$ cat src/rtl/pn_pkg.sv
package pn_pkg;

	localparam int SAMPLE_W          = 24;
	localparam int CNT_W             = 2;
	localparam int CHANNELS_DEF      = 2;
	localparam int FRACTION_BITS_DEF = 22;
	localparam int CHANNELS_RESET    = 2;
	localparam int SAMPLE_MAX        = 8388607;
	localparam int SAMPLE_MIN_MAG    = 8388608;

	localparam logic OP_MEASURE = 1'b0;
	localparam logic OP_APPLY   = 1'b1;

	typedef struct packed {
		logic busy;
		logic done;
	} div_status_t;

	function automatic logic [SAMPLE_W-1:0] pn_magnitude(input logic [SAMPLE_W-1:0] s);
		logic [SAMPLE_W-1:0] m;
		m = s[SAMPLE_W-1] ? (~s + 1'b1) : s;
		return m;
	endfunction

endpackage

$ cat src/rtl/pn_lane.sv
module pn_lane import pn_pkg::*; #(
	parameter int FRACTION_BITS = FRACTION_BITS_DEF
) (
	input  logic                       clk,
	input  logic                       en,
	input  logic [SAMPLE_W-1:0]        sample,
	input  logic [2*FRACTION_BITS:0]   gain,
	input  logic                       bypass,
	output logic [SAMPLE_W-1:0]        mag,
	output logic [SAMPLE_W-1:0]        result
);

	localparam int GW = 2*FRACTION_BITS + 1;
	localparam int GL = GW / 2;
	localparam int GH = GW - GL;
	localparam int PW = SAMPLE_W + GW;
	localparam int QW = PW - FRACTION_BITS;

	logic [SAMPLE_W-1:0]    smp_s1, smp_s2;
	logic                   byp_s1, byp_s2;
	logic                   neg_s1, neg_s2;
	logic [SAMPLE_W+GL-1:0] pp_lo_s1;
	logic [SAMPLE_W+GH-1:0] pp_hi_s1;
	logic [PW-1:0]          prod_s2;

	logic [QW-1:0]          q;
	logic [QW:0]            qn;
	logic                   frac_nz;
	logic [SAMPLE_W-1:0]    scaled;

	assign mag = pn_magnitude(sample);

	// partial products on the two halves of the gain
	always_ff @(posedge clk) begin
		if (en) begin
			smp_s1   <= sample;
			byp_s1   <= bypass;
			neg_s1   <= sample[SAMPLE_W-1];
			pp_lo_s1 <= (SAMPLE_W+GL)'(mag) * (SAMPLE_W+GL)'(gain[GL-1:0]);
			pp_hi_s1 <= (SAMPLE_W+GH)'(mag) * (SAMPLE_W+GH)'(gain[GW-1:GL]);
		end
	end

	always_ff @(posedge clk) begin
		if (en) begin
			smp_s2  <= smp_s1;
			byp_s2  <= byp_s1;
			neg_s2  <= neg_s1;
			prod_s2 <= (PW'(pp_hi_s1) << GL) + PW'(pp_lo_s1);
		end
	end

	// floor toward minus infinity: round magnitude up for negative samples
	always_comb begin
		q       = prod_s2[PW-1:FRACTION_BITS];
		frac_nz = |prod_s2[FRACTION_BITS-1:0];
		qn      = {1'b0, q} + (QW+1)'(neg_s2 & frac_nz);
		if (neg_s2) begin
			if (qn > (QW+1)'(SAMPLE_MIN_MAG))
				scaled = {1'b1, {(SAMPLE_W-1){1'b0}}};
			else
				scaled = ~qn[SAMPLE_W-1:0] + 1'b1;
		end else begin
			if (q > QW'(SAMPLE_MAX))
				scaled = {1'b0, {(SAMPLE_W-1){1'b1}}};
			else
				scaled = q[SAMPLE_W-1:0];
		end
	end

	assign result = byp_s2 ? smp_s2 : scaled;

endmodule

$ cat config.mk
export PLATFORM = sky130hd
export DESIGN_NAME = pn_lane
export DESIGN_NICKNAME = d
export VERILOG_FILES = /design/src/rtl/pn_pkg.sv /design/src/rtl/pn_lane.sv
export SDC_FILE = /design/constraint.sdc
export NUM_CORES = 2
export LEC_CHECK = 0
export BUFFER_PORTS_ARGS = -buffer_cell sky130_fd_sc_hd__buf_2
export CORE_ASPECT_RATIO = 2
export CORE_MARGIN = 2
export CORE_UTILIZATION = 30
export CTS_CLUSTER_DIAMETER = 100
export CTS_CLUSTER_SIZE = 12
export DETAILED_ROUTE_END_ITERATION = 8
export PLACE_DENSITY = 0.55
export SYNTH_ARGS = -nofsm -noshare
export SYNTH_HDL_FRONTEND = slang
export SYNTH_SLANG_ARGS = --single-unit
$ cat constraint.sdc
create_clock -name clk -period 12 [get_ports clk]
set_clock_uncertainty 0.15 [all_clocks]
set_input_delay 2.4 -clock clk [delete_from_list [all_inputs] [get_ports clk]]
set_output_delay 2.4 -clock clk [all_outputs]
set_load 0.05 [all_outputs]
==> flow_summary.yaml <==
timing:
  fin_crit_sh: 0.9672
  setup_viol: 0
  period_minus_slack_ns: 11.61
  setup_ws_ns: 0.3935
  drv_slew: 0
  max_freq_mhz: 86.16
  rsz0062_at_grt: "no"
  worst_slew_pin_slew_ns: 1.256
  slew-limit-headroom: 0.1587
  hold_violations: 0
routing:
  wl_met3_um: 6566
  drtIter0Drc: 1749
  vias: 34643
  vias_per_cell: 4.978
  drc: 0
  routed-wl-met2_um: 84060
  first_pass_iters: 5
  antenna_left: 0
  wl_met1_um: 50780
  routed_wl_um: 154900
  top_layer_used: "met5"
  wl_per_cell_um: 22.25
logic_synthesis:
  synth_fa_ha_area_frac: 0.4868
  synth_cells: 4875
  avgSynthCellArea_um2: 9.475
  synth_fp_nets: 6206
  synth_xor_area_frac: 0.03432
  synth_top_family_by_area: "adder cells"
  synth-seq-cells: 212
  synth-simple-area-share: 0.1722
  synth.most_common_cell: "inv_1"
  ys_types: 91
  synth.top_cell.area_share: 0.3888
  syn_area_um2: 46190
  yosys_warnings: 0
  async_reset_ff_frac: 0
  yosys-top-cells-count: "970 x inv_1, 897 x fa_1, 628 x nand2_1, 568 x and2_1, 362 x ha_1"
  yosysSeqAreaShare: 0.1378
  muxShareOfSynthArea: 0.001381
  synth_area_leaders: "fa_1 39%, edfxtp_1 14%, ha_1 9.8%, inv_1 7.9%, and2_1 7.7%"
  synth_edf_count: 212
  synth_compound_area_frac: 0.06625
  ys.flop_type: "edfxtp_1"
  yosysTopAreaCell: "fa_1"
layout:
  nets: 6235
  area_delta_synth_final_pct: 8.847
  stdcell_area_um2: 50280
  multi_input_area_um2: 35400
  layout-drive-gt1-share: 0.07217
  regArea_um2: 6366
  nFillCells: 15994
floorplan:
  die-area_um2: 157300
  start_util: 0.3021
  io_pins: 120
  die_w_um: 281.5
  row_count: 203
  die_h_um: 558.9
  core_um2: 152900
hold_path:
  min_from: "pp_lo_s1[18]"
  hold_path.class: "register to register"
worst_setup_path:
  endpoint_kind: "register"
  r2r_setup_slack_ns: 7.96
  regToRegEndpoint: "prod_s2[61]"
  slowest_delay_ns: 0.59
  cp_top_family: "adder cells"
  cp_max_fo: 11
  worstSetupPathType: "input port to register"
  required_ns: 12.14
  cp.buffers_inverters: 10
  r2r-start: "pp_lo_s1[33]"
  start_kind: "input port"
  cpMaxStageDelayCell: "o41ai_1"
  r2r_cells: 10
  startpoint: "sample[1]"
  cp.depth: 33
  crit_end: "pp_hi_s1[46]"
  crit_arrival_ns: 11.75
placement:
  gp_congestion: 0.9197
  hpwl_um: 123300
  post-place-ws_ns: -0.3055
  placed_area_um2: 49630
  io_buffers: 119
clock_tree:
  worstSkewPairLatency_ns: 0.55
  cts.sinks: 212
  cts_hold_buffers: 0
  cts_buffers: 22
  clk_pin_slew_ns: 0.07
  cts-root-buf: "clkbuf_16"
  htreeDepth: 1
  clockBufferDepth: 3
  cts_tree: "built"
grt:
  antenna_found_initial: 15
  grt_max_degree: 97
  overflow: 0
  grt_pass1_vias: 38183
  groute.usage.overall: 0.1977
  grt_pass1_wl_um: 230900
flow_run:
  drv_cap: 0
outcome:
  status: "finished, final reports clean"
## cells by family after synthesis
group / Yosys count
muxes: 6
adders and majority gates: 1259
DFF: 212
AOI/OAI and AO/OA: 457
buffers and inverters: 1208
and+or+nand+nor: 1552
xor gates and xnor gates: 181
## worst min path at each step
stage | to | slack (ns) | cells after the start
2_1_floorplan | byp_s2 | 0.25 | 0
3_3_place_gp | smp_s2[20] | 0.25 | 0
3_5_place_dp | prod_s2[12] | 0.25 | 0
4_1_cts | prod_s2[18] | 0.26 | 0
5_1_grt | prod_s2[16] | 0.27 | 0
6_report | prod_s2[18] | 0.26 | 0
## cell type report
| class | count | area share |
|---|---|---|
| Tap cell | 2050 | 0.05102 |
| Clock buffer | 22 | 0.01095 |
| Inverter | 971 | 0.07277 |
| Timing Repair Buffer | 242 | 0.03340 |
| Clock inverter | 3 | 0.0009954 |
| Multi-Input combinational cell | 3455 | 0.7041 |
| Sequential cell | 212 | 0.1266 |
| Antenna cell | 4 | 0.0001991 |
## state kept, by name (all words and copies together), names as in the netlist
name and count:
pp_hi_s1 47, pp_lo_s1 46, byp_s1 1, prod_s2 69, smp_s1 24, smp_s2 24, byp_s2 1
## cells in the final DEF (no fill, tap or decap), types with 21 or more instances in the layout
cell         n
a21oi_1    130
xnor2_1    118
edfxtp_1   212
nand4_1     37
ha_1       362
clkbuf_16   22
nor3_1      44
o21ai_0     80
nand2_1    628
nor2_1      93
a21o_1      45
fa_1       897
nor4_1      21
xor2_1      42
nand3_1     50
inv_1      970
and2_1     568
buf_2      118
buf_4      111
## through the flow
| step | TNS, ns | instances | hold WS [ns] | utilization |
|---|---|---|---|---|
| after floorplan | 0 | 4875 | 0.2503 | - |
| after global placement | -0.3041 | 6928 | 0.2503 | 0.3246 |
| after detailed placement | -0.5261 | 6928 | 0.2545 | 0.3246 |
| after CTS | 0 | 6953 | 0.2580 | 0.3285 |
| after global routing | 0 | 6956 | 0.2652 | 0.3288 |
| final | 0 | 6959 | 0.2582 | 0.3288 |
## metal layers
layer  vias to the layer above  GRT usage
met4                         4     0.1453
met5                         -          0
met3                       503    0.01974
li1                      15095          -
met2                      1118     0.3746
met1                     17923     0.1959
## timing repair
item,4_1_cts,5_1_grt
setup buffers,0,2
setup endpoints to repair,0,2
resized for setup,0,4
Power is not shown: default switching activity piles up to over one toggle a cycle in this logic, so the estimate is an artifact.
