--- config.mk ---
export PLATFORM = sky130hd
export DESIGN_NAME = pn_div
export DESIGN_NICKNAME = d
export VERILOG_FILES = /design/src/rtl/pn_pkg.sv /design/src/rtl/pn_div.sv
export SDC_FILE = /design/constraint.sdc
export NUM_CORES = 1
export LEC_CHECK = 0
export BUFFER_PORTS_ARGS = -buffer_cell sky130_fd_sc_hd__buf_2
export CORE_UTILIZATION = 25
export DETAILED_ROUTE_END_ITERATION = 16
export GPL_TIMING_DRIVEN = 1
export PLACE_DENSITY = 0.52
export SLEW_MARGIN = 20
export SYNTH_ARGS = -nofsm -noshare
export SYNTH_HDL_FRONTEND = slang
export SYNTH_SLANG_ARGS = --single-unit
--- constraint.sdc ---
create_clock -name clk -period 4.3 [get_ports clk]
set_clock_uncertainty 0.15 [all_clocks]
set_input_delay 0.86 -clock clk [delete_from_list [all_inputs] [get_ports clk]]
set_output_delay 0.86 -clock clk [all_outputs]
set_load 0.1 [all_outputs]
--- src/rtl/pn_pkg.sv ---
package pn_pkg;

	localparam int SAMPLE_W          = 24;
	localparam int CNT_W             = 2;
	localparam int CHANNELS_DEF      = 2;
	localparam int FRACTION_BITS_DEF = 22;
	localparam int CHANNELS_RESET    = 2;
	localparam int SAMPLE_MAX        = 8388607;
	localparam int SAMPLE_MIN_MAG    = 8388608;

	localparam logic OP_MEASURE = 1'b0;
	localparam logic OP_APPLY   = 1'b1;

	typedef struct packed {
		logic busy;
		logic done;
	} div_status_t;

	function automatic logic [SAMPLE_W-1:0] pn_magnitude(input logic [SAMPLE_W-1:0] s);
		logic [SAMPLE_W-1:0] m;
		m = s[SAMPLE_W-1] ? (~s + 1'b1) : s;
		return m;
	endfunction

endpackage

--- src/rtl/pn_div.sv ---
module pn_div import pn_pkg::*; #(
	parameter int FRACTION_BITS = FRACTION_BITS_DEF
) (
	input  logic                       clk,
	input  logic                       arst_n,
	input  logic                       start,
	input  logic [SAMPLE_W-1:0]        divisor,
	output div_status_t                status,
	output logic [2*FRACTION_BITS:0]   quotient
);

	localparam int GW = 2*FRACTION_BITS + 1;
	localparam int CW = $clog2(GW);

	logic                busy_q, done_q;
	logic [CW-1:0]       cnt_q;
	logic [SAMPLE_W-1:0] rem_q, dvs_q;
	logic [GW-1:0]       quo_q;

	logic [SAMPLE_W:0]   r2;
	logic                ge;

	// dividend is 2^(2*frac): its only set bit enters on the first step
	always_comb begin
		r2 = {rem_q, (cnt_q == '0)};
		ge = r2 >= {1'b0, dvs_q};
	end

	always_ff @(posedge clk or negedge arst_n) begin
		if (!arst_n) begin
			busy_q <= 1'b0;
			done_q <= 1'b0;
			cnt_q  <= '0;
		end else begin
			done_q <= 1'b0;
			if (start) begin
				busy_q <= 1'b1;
				cnt_q  <= '0;
			end else if (busy_q) begin
				if (cnt_q == CW'(GW-1)) begin
					busy_q <= 1'b0;
					done_q <= 1'b1;
				end else begin
					cnt_q <= cnt_q + 1'b1;
				end
			end
		end
	end

	always_ff @(posedge clk) begin
		if (start) begin
			rem_q <= '0;
			dvs_q <= divisor;
		end else if (busy_q) begin
			rem_q <= ge ? SAMPLE_W'(r2 - {1'b0, dvs_q}) : r2[SAMPLE_W-1:0];
			quo_q <= {quo_q[GW-2:0], ge};
		end
	end

	assign status.busy = busy_q | done_q;
	assign status.done = done_q;
	assign quotient    = quo_q;

endmodule

==> metrics, run 1 <==
status=completed; EDFF count, synth=69; clock buffer depth=2; Fin Setup TNS=0 ns; grt total ovfl=0; post-synth cell types=54; residual DRC count=0; slowest stage delay, CP=0.42 ns; drt total wl=10.0 mm; Reg clk slew, reported paths=0.07 ns; dominant synthesized flop cell=edfxtp_1; CP Max Fanout=22; total clock buffers created by CTS=9; RSZ-0062 raised after global routing=false; Critical Path End Type=register; Filler cells=2041; Power Dens Cells=624 nW/µm²; 1st-iter DRT viols=166; number of global-route vias before repair=3420; Setup CP Type=reg -> reg; post-cts resize count=0; Syn. warnings=0; syn_nets=482; GP Congestion=0.808; CP arrival=3.50 ns; Async SR Flop Fraction=7.92%; Crit path top cell by count=ha_1; initial antenna violation count=0; final setup fails=0; P&R area growth vs syn=19.0%; Post-DRT Antenna Nets=0; footprint of the multi-input gates=1970 µm²; GRT Total Usage=10.3%; Post-CTS Setup Inserts=0; Non-Filler Instances=767; final period utilization=79.4%; setup slack at placement=0.874 ns; dpl cells=751; Max-Cap Viols=0; global-route wire length before repair=16.4 mm; slew margin rel.=55.8%; worst-path cell chain=inv_1, ha_1, nor2b_1, nand2_1, ha_1, nand3b_1, a211oi_1, o21ai_0, a21oi_1, o31a_2, a21boi_4, inv_4, nor3_1, a311o_1; delay-heaviest family, CP=compound AO/OA/AOI/OAI gates; drt pass-1 iters=4; sequential share of power=35.8%; via/cell ratio=4.34; Switching Fraction=38.3%; TritonCTS Sinks=101; fraction of layout cells with a size suffix above 1=21.3%; Total Nets Final=551; Critical path buffers and inverters=2; VDD IR max=0.000183 V; fmax=293 MHz; Final Worst Setup Slack=0.887 ns; # rows=51; CTS tree=yes; pin count of the biggest net entering global routing=52; Min Clock Period, post-route=3.41 ns; Final Cell Area=5880 µm²; Vias=3327; area post-placement=5580 µm²; flops & latches, synth=101; clock share of power=22.8%; port bufs=73; Pins Over Slew Limit=0; Worst Tran Pin Value=0.661 ns; post-detail-place hpwl=7.17 mm; Hold-fix buffers, CTS=0; Chip Width=143 µm; sequential-to-total area share from yosys stat=55.7%; Clock Latency Late Sink=0.35 ns; # IOs=74; P_int=2260 µW; number of diodes=0; Starting Density=25.5%; Die H=143 µm; final hold viol count=0; Leak Pwr=0.00241 µW; Critical Path Start Type=register; critical path required time=4.39 ns; Slowest-stage cell, CP=dfrtp_1; Root Buffer=clkbuf_16; Logic pwr share=41.4%; H-tree depth=3; switching power=1410 µW; Avg Cell Area, Syn=11.6 µm²; Register Area=2750 µm²; core area=19400 µm²; die area=20300 µm²; HP Class=in -> async; Mapped Area=4940 µm²; Avg WL per Cell=13.1 µm; Syn Inst Count=428
==> cells in the mapped netlist (2+ instances only) <==
cell type	instances	area, µm²
edfxtp_1	69	2070
mux2i_1	18	180
nor2b_1	6	37.5
nand4_1	6	37.5
a21o_1	7	52.6
nand3_1	5	25.0
o221ai_1	3	26.3
nor3_1	6	30.0
inv_1	35	131
o21a_1	4	30.0
or2_2	3	18.8
dfxtp_1	24	480
dfrtp_1	8	200
nand4b_1	2	17.5
a31oi_1	3	18.8
o21bai_1	6	45.0
xor2_1	12	105
nor2_1	40	150
a21oi_1	20	100
and3_2	2	15.0
clkbuf_1	14	52.6
o31ai_1	2	15.0
buf_8	2	30.0
nor3b_1	3	22.5
and3_1	2	12.5
xnor2_1	15	131
o21ai_0	14	70.1
a211oi_1	23	173
nand2_1	23	86.3
ha_1	26	325
a2bb2oi_1	2	17.5
==> worst reg2reg max path: stages, from the launching register on <==
cell and delay, ns:
dfrtp_1 0.42, inv_1 0.07, ha_1 0.13, nor2b_1 0.16, nand2_1 0.10, ha_1 0.22
nand3b_1 0.21, a211oi_1 0.37, o21ai_0 0.16, a21oi_1 0.21, o31a_2 0.24, a21boi_4 0.10
inv_4 0.30, nor3_1 0.10, a311o_1 0.33
==> cells by family after synthesis <==
logic type / synth area share [%]
xor+xnor: 4.78
flops: 55.7
simple gates: 10.5
fa+ha+maj: 6.99
mux: 3.87
buf+inv: 4.71
compound gates: 13.4
==> cells in the final DEF (no fill, tap or decap), drive strengths merged, types with 3 or more instances in the layout <==
cell type and instances:
nor2b 6, o221ai 3, xor2 12, nand3 5, and3 4, nor3b 3, dfxtp 24, a211oi 23
dfrtp 8, buf 76, nand4 6, a21oi 21, a31oi 3, or2 3, nor2 40, a21o 7
o21a 4, nor3 6, nand2 23, o21bai 6, o21ai 15, inv 40, xnor2 15, clkbuf 9
ha 26, mux2i 18, edfxtp 69
==> final cells by class <==
class	count	area share [%]
inverters	36	2.34
clock inverters	7	1.36
well taps	265	5.64
repair buffers	76	6.60
flip-flops and latches	101	46.8
clock buffers	9	3.83
multi-input cells	273	33.4
==> flip-flops by register name (all words and copies together), names as in the netlist <==
register / count
done_q: 1
busy_q: 1
quotient: 45
rem_q: 24
dvs_q: 24
cnt_q: 6
==> power by group through the flow <==
| stage | Combinational, µW | Clock [µW] | Sequential [µW] |
|---|---|---|---|
| 4_1_cts | 1530 | 870 | 1320 |
| 3_3_place_gp | 1510 | 0 | 1330 |
| 6_report | 1520 | 838 | 1310 |
| 2_1_floorplan | 1090 | 0 | 1530 |
| 5_1_grt | 1680 | 902 | 1340 |
| 3_5_place_dp | 1520 | 0 | 1340 |
==> metal layers <==
layer | track usage (%) | up-vias | part of all wire, %
li1 | - | 1681 | -
met1 | 12.8 | 1558 | 48
met2 | 17.0 | 77 | 46
met3 | 2.98 | 11 | 5.1
met4 | 3.74 | 0 | 1.3
met5 | 0 | - | 0
==> final timing paths <==
kind                        startpoint          end  slack (ns)  cells after the start
setup / recovery              cnt_q[0]    rem_q[15]        0.89                     14
min in group clk           quotient[2]  quotient[3]        0.30                      0
hold / removal                  arst_n     cnt_q[0]        0.18                      1
max in group asynchronous       arst_n       done_q        3.66                      1
setup reg to reg              cnt_q[0]    rem_q[15]        0.89                     14
hold reg to reg            quotient[2]  quotient[3]        0.30                      0
==> metrics by stage <==
| step | util, % | hold slack, ns | power (µW) |
|---|---|---|---|
| 5_1_grt | 30.3 | 0.180 | 3920 |
| 2_1_floorplan | - | 0.328 | 2630 |
| 3_5_place_dp | 28.7 | 0.286 | 2850 |
| 4_1_cts | 30.3 | 0.174 | 3720 |
| 6_report | 30.3 | 0.181 | 3670 |
| 3_3_place_gp | 28.7 | 0.279 | 2840 |
No activity file was read; power rests on OpenSTA's default activity.
==> run 2: changes to the inputs <==
--- a/config.mk
+++ b/config.mk
@@ -5,11 +5,12 @@
 export SDC_FILE = /design/constraint.sdc
 export NUM_CORES = 1
 export LEC_CHECK = 0
+export ABC_AREA = 1
 export BUFFER_PORTS_ARGS = -buffer_cell sky130_fd_sc_hd__buf_2
 export CORE_UTILIZATION = 25
 export DETAILED_ROUTE_END_ITERATION = 16
 export GPL_TIMING_DRIVEN = 1
-export PLACE_DENSITY = 0.52
+export PLACE_DENSITY = 0.53
 export SLEW_MARGIN = 20
 export SYNTH_ARGS = -nofsm -noshare
 export SYNTH_HDL_FRONTEND = slang
==> constraint.sdc (replaced) <==
create_clock -name clk -period 3.02 [get_ports clk]
set_clock_uncertainty 0.15 [all_clocks]
set_input_delay 0.604 -clock clk [delete_from_list [all_inputs] [get_ports clk]]
set_output_delay 0.604 -clock clk [all_outputs]
set_load 0.1 [all_outputs]
==> metrics, run 2 <==
dpl cells=1026; FF-to-FF Start=cnt_q[0]; commonest non-fill, non-tap cells in the layout=nand2_1 (196), inv_1 (135), buf_2 (73); TritonCTS Sinks=101; number of global-route vias before repair=4460; Final Cell Area=6630 µm²; core area=21900 µm²; R2R setup slack=0.29 ns; Clock Latency Late Sink=0.36 ns; slowest stage delay, CP=0.44 ns; most frequent cells after synthesis=nand2_1 (196), inv_1 (135), edfxtp_1 (69), nand3_1 (47), a21oi_1 (39); commonest non-fill, non-tap cell in the layout=nand2_1; global-route wire length before repair=22.4 mm; Slowest-stage cell, CP=fa_1; post-synth cell types=36; via/cell ratio=4.33; Max-Cap Viols=0; port bufs=73; Non-Filler Instances=1043; # rows=54; sequential-to-total area share from yosys stat=49.1%; CTS tree=yes; total clock buffers created by CTS=9; status=completed; Avg Cell Area, Syn=8.22 µm²; clock buffer depth=2; final setup fails=0; VDD IR max=0.000279 V; drt total wl=13.8 mm; area post-placement=6290 µm²; Starting Density=25.6%; flops & latches, synth=101; count leader, synth=nand2_1; syn_nets=736; P&R area growth vs syn=18.3%; Syn Inst Count=682; Min Clock Period, post-route=2.73 ns; Crit path top cell by count=nand2_1; GP Congestion=0.890; residual DRC count=0; CP Max Fanout=4; critical path required time=3.16 ns; EDFF count, synth=69; Power Dens Cells=801 nW/µm²; grt total ovfl=0; worst-path cell chain=inv_1, ha_1, nand4_1, ha_1, fa_1, nor2_2, o21ai_0, nand2_1, nand2_1, nand2_1, nor2_1, o21ai_0, nand3_1, a21oi_1; Worst Tran Pin Value=0.648 ns; Mapped Area=5600 µm²; Syn. warnings=0; RR Endpoint=rem_q[12]; slew margin rel.=56.8%; # IOs=74; Post-DRT Antenna Nets=0; 1st-iter DRT viols=276; Pins Over Slew Limit=0; final hold viol count=0; hold depth=1; post-detail-place hpwl=9.98 mm; Post-CTS Setup Inserts=0; area fraction of the dominant cell type after synthesis=37.0%; CP arrival=2.87 ns; GR Util met3=2.75%; Chip Width=152 µm; Total Nets Final=812; Critical Path Start Type=register; Root Buffer=clkbuf_16; Async SR Flop Fraction=7.92%; number of diodes=0; WHS Endpoint=dvs_q[4]; pin count of the biggest net entering global routing=51; met2 usage in global routing=20.3%; GRT Total Usage=12.7%; worst reg2reg path depth=14; initial antenna violation count=0; dominant synthesized flop cell=edfxtp_1; max FFs per register=45; drt pass-1 iters=5; fraction of layout cells with a size suffix above 1=15.5%; Leak Pwr=0.00313 µW; Reg clk slew, reported paths=0.08 ns; die area=23000 µm²; H-tree depth=3; Avg WL per Cell=13.3 µm; total design power=5310 µW; grt met1 use=16.9%; Synth area leader=edfxtp_1; Synth area leaders=edfxtp_1 (37%), nand2_1 (13%), inv_1 (9.0%); start point of the worst hold path=divisor[4]; HP Class=in -> reg; final period utilization=90.4%; Setup CP Type=reg -> reg; Critical Path End Type=register; GR peak layer=met2; Die H=152 µm; Vias=4519; fmax=366 MHz
==> run 2: changes by cell type after synthesis, sizes merged, moves of 18 or more <==
cell and change:
nand2 +175, a21oi +20, a211oi -23, inv +100
nand4 +25, nand3 +51, mux2i -18
==> run 2: logic make-up after synthesis <==
logic type,after synthesis,synth area share (%)
simple gates,335,26.7
buf+inv,155,11.2
flops,101,49.1
compound gates,54,5.25
fa+ha+maj,27,6.16
xor+xnor,10,1.56
==> run 2: per-layer routing <==
metal / vias up / wire (µm) / part of all wire (%)
met2: 81 / 6270 / 45
met3: 14 / 595 / 4.3
met4: 0 / 179 / 1.3
li1: 2352 / - / -
met5: - / 0 / 0
met1: 2072 / 6810 / 49
==> run 2: how the worst max path moves through the flow <==
| stage | start | end | cells past startpoint |
|---|---|---|---|
| 2_1_floorplan | start | quotient[0] | 2 |
| 3_3_place_gp | cnt_q[0] | rem_q[12] | 14 |
| 3_5_place_dp | cnt_q[0] | rem_q[12] | 14 |
| 4_1_cts | cnt_q[0] | rem_q[12] | 14 |
| 5_1_grt | cnt_q[0] | rem_q[12] | 14 |
| 6_report | cnt_q[0] | rem_q[12] | 14 |
==> run 2: final cells by class <==
class	instances	area (µm²)
inverter	138	518
timing repair buffer	82	448
sequential	101	2750
fill	2389	15300
multi-input combinational	426	2230
clock buffer	9	225
tap	280	350
clock inverter	7	101
==> run 2: where the power goes <==
| part | internal, µW | leakage, µW | switching [µW] | total (µW) |
|---|---|---|---|---|
| Clock | 608 | 0.000156 | 626 | 1230 |
| Sequential | 1680 | 0.000979 | 123 | 1800 |
| Combinational | 744 | 0.00199 | 1530 | 2280 |
==> run 2: worst max-delay path, delay by kind of cell (launching register included) <==
family / cells / cell delay [ns]
flip-flops: 1 / 0.39
AND/OR/NAND/NOR: 7 / 0.76
buffers and inverters: 1 / 0.11
adder cells (fa/ha/maj): 3 / 0.86
AO/OA/AOI/OAI: 3 / 0.40
==> run 2: metrics by stage <==
stage | util, % | setup WS [ns] | hold slack, ns | TNS [ns]
after global placement | 28.7 | 0.432 | 0.276 | 0
final | 30.3 | 0.290 | 0.258 | 0
after detailed placement | 28.7 | 0.339 | 0.277 | 0
after CTS | 30.3 | 0.279 | 0.243 | 0
after floorplan | - | 0.434 | 0.158 | 0
after global routing | 30.3 | -0.00416 | 0.245 | -0.00416
==> run 2: timing repair <==
item                       4_1_cts  5_1_grt
hold buffers                     1        0
resized for setup                0        1
hold endpoints to repair         8        0
setup endpoints to repair        0        1
